--- config.mk ---
export PLATFORM = sky130hd
export DESIGN_NAME = apvq_cell
export DESIGN_NICKNAME = d
export VERILOG_FILES = /design/src/hdl/apvq_pkg.sv /design/src/hdl/apvq_cell.sv
export SDC_FILE = /design/constraint.sdc
export NUM_CORES = 1
export LEC_CHECK = 0
export ABC_AREA = 1
export BUFFER_PORTS_ARGS = -buffer_cell sky130_fd_sc_hd__clkbuf_2
export CORE_MARGIN = 3
export CORE_UTILIZATION = 46
export CTS_CLUSTER_SIZE = 28
export DETAILED_ROUTE_END_ITERATION = 7
export PLACE_DENSITY = 0.82
export SLEW_MARGIN = 20
export SYNTH_ARGS = -nofsm -noshare
export SYNTH_HDL_FRONTEND = slang
export SYNTH_SLANG_ARGS = --single-unit
--- constraint.sdc ---
create_clock -name i_clk -period 2.9 [get_ports i_clk]
set_input_delay 0.29 -clock i_clk [delete_from_list [all_inputs] [get_ports i_clk]]
set_output_delay 0.29 -clock i_clk [all_outputs]
set_load 0.05 [all_outputs]
--- src/hdl/apvq_pkg.sv ---
// ----------------------------------------------------------------------------
// apvq_pkg
// Shared types, status codes and key helpers of the magnitude-ordered queue.
// ----------------------------------------------------------------------------
package apvq_pkg;

    localparam int VALUE_W  = 32;
    localparam int KEY_W    = VALUE_W + 1;
    localparam int STATUS_W = 2;

    typedef enum logic [STATUS_W-1:0] {
        ST_INSERTED = 2'd0,
        ST_POPPED   = 2'd1,
        ST_EMPTY    = 2'd2,
        ST_FULL     = 2'd3
    } t_status;

    // key: magnitude above, low bit 0 for negative so it sorts first
    typedef struct packed {
        logic             valid;
        logic [KEY_W-1:0] key;
    } t_cell_link;

    typedef struct packed {
        logic insert;
        logic pop;
    } t_cell_ctrl;

    function automatic logic [KEY_W-1:0] value_to_key(input logic [VALUE_W-1:0] value);
        logic [VALUE_W-1:0] mag;
        mag = value[VALUE_W-1] ? (~value + VALUE_W'(1)) : value;
        return {mag, ~value[VALUE_W-1]};
    endfunction

    function automatic logic [VALUE_W-1:0] key_to_value(input logic [KEY_W-1:0] key);
        logic [VALUE_W-1:0] mag;
        mag = key[KEY_W-1:1];
        return key[0] ? mag : (~mag + VALUE_W'(1));
    endfunction

endpackage

--- src/hdl/apvq_cell.sv ---
// ----------------------------------------------------------------------------
// apvq_cell
// One slot of the sorted chain: takes new key, left key, right key or keeps.
// ----------------------------------------------------------------------------
module apvq_cell
    import apvq_pkg::*;
(
    input  logic             i_clk,
    input  logic             i_rst_n,
    input  t_cell_ctrl       i_ctrl,
    input  logic [KEY_W-1:0] i_new_key,
    input  t_cell_link       i_left,
    input  logic             i_left_lt,
    input  t_cell_link       i_right,
    output t_cell_link       o_own,
    output logic             o_lt
);

    t_cell_link r_own;
    t_cell_link n_own;

    // new key sorts before this slot (an empty slot counts as infinite)
    assign o_lt  = !r_own.valid || (i_new_key < r_own.key);
    assign o_own = r_own;

    always_comb begin
        n_own = r_own;
        if (i_ctrl.pop) begin
            n_own = i_right;
        end else if (i_ctrl.insert && o_lt) begin
            if (i_left_lt) begin
                n_own = i_left;
            end else begin
                n_own.valid = 1'b1;
                n_own.key   = i_new_key;
            end
        end
    end

    always_ff @(posedge i_clk) begin
        if (!i_rst_n) begin
            r_own.valid <= 1'b0;
        end else begin
            r_own.valid <= n_own.valid;
        end
        r_own.key <= n_own.key;
    end

endmodule

; ---- Word level (Yosys, flattened, before mapping)
; Index checks and enable logic that the tools add are counted.
; W data, S select, Z words.
[totals]
inputBits = 106
wordCells = 10
out_inout_bits = 35
regBits = 34
[op_classes]
magnitude_cmp = 1
mux = 3
reduce_logical = 4
[op_table]
columns = cell, count
row1 = $mux W34, 3
row2 = $lt A33 B33 Y1, 1
row3 = $reduce_bool A2 Y1, 1
row4 = $logic_and A1 B1 Y1, 1
row5 = $logic_not A1 Y1, 1
row6 = $logic_or A1 B1 Y1, 1

; ---- Depth between registers and ports, before layout
[depth]
depth_word = 5
mapped_depth = 16
depth_no_buf = 16

; ---- Least setup slack after synthesis
; Ideal clock, no wire load.
[synth_path]
path_type = register to register
from = reg r_own (netlist bit o_own[32])
to = reg r_own (netlist bit o_own[0]) (enable)
arrival_ns = 2.287
period_less_slack_ns = 2.663
t_required_ns = 2.524
setup_ns = 0.376
slack_ns = 0.237
n_path_buf = 0
path_stages_with_launch = 14
path_cell_list = edfxtp_1 inv_1 ha_1 nand2_2 inv_1 nand2_1 nand2_1 a21oi_1 nand2_1 nor2_1 nand2_1 nand2_2 nand2_2 nand2_2
[synth_via]
elab_chain_cells = 4
[synth_lines]
columns = element, line_no
row1 = start: declaration, apvq_cell.sv:19  ; t_cell_link r_own;
row2 = $lt A33 B33 Y1, apvq_cell.sv:23  ; assign o_lt = !r_own.valid || (i_new_key < r_own.key);
row3 = $logic_or A1 B1 Y1, apvq_cell.sv:23
row4 = via o_lt, apvq_cell.sv:16  ; output logic o_lt
row5 = $logic_and A1 B1 Y1, apvq_cell.sv:30  ; end else if (i_ctrl.insert && o_lt) begin
row6 = $reduce_bool A2 Y1 (no source line), --
; The timed path passes the listed nets, and every way through them passes these cells.
; A chain may end at the register's enable or synchronous reset.

; ---- Worst setup path after layout
[layout_path]
from = reg r_own (netlist bit o_own[16])
to = out o_lt
[layout_via]
elab_chain_cells = 2
[layout_lines]
columns = element, line_no
row1 = $lt A33 B33 Y1, apvq_cell.sv:23
row2 = $logic_or A1 B1 Y1, apvq_cell.sv:23
row3 = end: declaration, apvq_cell.sv:16
; Every way passes these cells.

==> metrics.txt <==
DR vias 2769; critical-path maximum fanout 2; max frequency 442.1 MHz; pwr dens 446.1 mW/mm²; adder-cell share of the synthesized area 15.30%; Root Buffer clkbuf_8; net count reported at finish 623; number of library cell types mapped by synthesis 20; dpl cells 548; transition at the pin with the smallest max-transition slack 0.7978 ns; total routed wire length on the met1 layer 3039 µm; sequential cell fraction of total power 40.7%; uppermost layer routed met4; kind of launch point of the worst setup path register; Die X-Extent 81.42 µm; Synth Area per Inst 7.518 µm²; sum of internal, switching and leakage power 1.544 mW; Core ar. 0.005303 mm²; unrepaired setup endpoints after global routing false; Routability Congestion 0.8707; largest family of logic cells by synthesized area simple AND/OR/NAND/NOR gates; Reg clk slew, reported paths 0.07 ns; amount of wire on met3 after detailed routing 550 µm; setup skew after layout 0.006933 ns; mux cell area share after synthesis 0%; post-CTS setup repair buffer count 0; fraction of the mapped netlist area in compound gates 16.59%; clock buffers created by TritonCTS 5; Synth Net Count 486; number of standard cells in the final layout excluding fillers 556; antenna violations before repair 0; global-route wire length before repair 11580 µm; Chip Height 81.42 µm; number of max-cap violations 0; fraction of the cycle the final worst path needs 77.99%; type of the tightest min-delay check in2reg; final number of max-transition violations 0; All-Layer GR Usage 22.76%; overall routed net length 7487 µm; average detailed-routed wire length per instance 13.47 µm; number of design rule violations left after detail routing 0; part of the Yosys area used for sequential elements 38.64%; TritonCTS Sinks 34; synthesized-area fraction occupied by and/or/nand/nor cells 20.52%; I/O pins 141; peak supply drop 0.2679 mV; Int Pwr 956.6 µW; number of inserted diodes 0; path type of the worst setup path reg2out; count of standard-cell rows 26; result of the run complete, no violations; power dissipated by switching net loads 587.2 µW; pin count of the biggest net entering global routing 35; setup-violating endpoint count in the final report 0; share of total power in combinational logic 37.4%; TritonCTS clock tree built; number of levels the H-tree was split into 2; data required time of the critical path 2.61 ns; area of the die 0.006628 mm²; post-route ant nets 0; Clk Latency, worst-skew pair 0.29 ns; number of port buffers 140; Rel. slew slack 46.81%; parity-gate share of the synthesized area counting xor and xnor cells 0%; category of the worst setup path capture point output pin; violation count after the first detailed-routing iteration 129; synthesized instance count 348; switching share of total power 38.03%; post-layout min period 2.262 ns; via count of the first global-routing pass 2580; Initial Util 49.34%; yosys synthesis warning count 0; arrival time of data at the critical path endpoint 1.97 ns; number of detailed-route iterations in the first pass 4; final instance area 0.003461 mm²; count of instances resized after the clock tree is built 0; Final Hold Viols 0; DR vias/cell 4.980; combined area of all synthesized cells 0.002616 mm²; routed length on met2 3811 µm; standard cell area after detailed placement 0.003381 mm²; global route overflow 0; maximum buffer depth of the clock tree 2; final total negative setup slack 0 ns; area growth from synthesis to layout 32.28%; fraction of power consumed by the clock network 21.9%; synthesis-stage register bit count 34; Pleak 1.915 nW; share of final-layout standard cells stronger than drive strength 1 32.92%; number of buffers inserted by hold repair at cts 0; number of flip-flops in the largest register 34; post-DP HPWL 5824 µm
## worst max-delay path: stages, from the launching register on
cell and delay, ns:
edfxtp_1 0.37, inv_1 0.06, ha_1 0.28, nand2_1 0.06, nor2_1 0.16, nand2_1 0.11, nor2_2 0.11, nand2_1 0.05
nand2_1 0.05, nor2_1 0.03, nand2_1 0.08, nand2_2 0.06, clkbuf_2 0.25
## Yosys cell counts
master,count,share of area (%)
nand2_1,81,12
a21oi_1,78,15
inv_1,46,6.6
nor2_1,46,6.6
edfxtp_1,33,38
ha_1,32,15
clkbuf_1,10,1.4
nand2_2,5,1.2
buf_1,3,0.43
a21o_1,2,0.57
inv_2,2,0.29
nor2_2,2,0.48
a21boi_1,1,0.29
a21oi_2,1,0.33
buf_2,1,0.19
dfxtp_1,1,0.77
nand3_1,1,0.19
nor2_4,1,0.43
o21ai_0,1,0.19
o31ai_1,1,0.29
## final timing paths
path	slack [ns]	start	to	cells past startpoint
min reg2reg	0.64	o_own[33]$_SDFFE_PN0P_	o_own[33]$_SDFFE_PN0P_	2
min	0.24	i_rst_n	o_own[33]$_SDFFE_PN0P_	3
max	0.64	o_own[16]$_DFFE_PP_	o_lt	12
max reg2reg	0.65	o_own[27]$_DFFE_PP_	o_own[22]$_DFFE_PP_	14
## metrics by stage
stage               util [%]  worst slack [ns]  hold WS (ns)
floorplan                  -            0.2371        0.4309
global placement       63.76            0.7217        0.5408
detailed placement     63.76            0.6174        0.5401
CTS                    65.27            0.6180        0.2408
global route           65.27            0.4266        0.2389
finish                 65.27            0.6382        0.2440
## cell usage in the layout (no fill, tap or decap), types with 3 or more instances in the layout
master and count:
nor2_1 46, clkbuf_8 5, clkbuf_1 3, nand2_1 81, nand2_2 5, clkbuf_2 140, ha_1 32, edfxtp_1 33
buf_4 4, a21oi_1 78, inv_1 46
## power by group through the flow
| stage | combinational (mW) | sequential [mW] | clock (mW) |
|---|---|---|---|
| 6_report | 0.578 | 0.629 | 0.338 |
| 5_1_grt | 0.639 | 0.633 | 0.366 |
| 4_1_cts | 0.582 | 0.628 | 0.344 |
| 3_5_place_dp | 0.579 | 0.638 | 0 |
| 3_3_place_gp | 0.562 | 0.637 | 0 |
| 2_1_floorplan | 0.225 | 0.804 | 0 |
## metal layers
layer  up-vias  GRT usage (%)
met5         -              0
li1       1418              -
met1      1245          26.47
met4         0          5.912
met2       100          42.75
met3         6          3.947
## kinds of logic (layout without fill, tap and decap cells)
kind of cell	after synthesis	after routing
flops	34	34
compound gates	84	84
fa+ha+maj	32	32
buf+inv	62	200
simple gates	136	136
## layout make-up
class	instances	area [µm²]
clock buffers	8	80.08
fillers	493	1842
inverters	48	180.2
multi-input cells	252	1371
flip-flops and latches	34	1011
well taps	70	87.58
repair buffers	144	730.7
No activity file was read; power rests on OpenSTA's default activity.
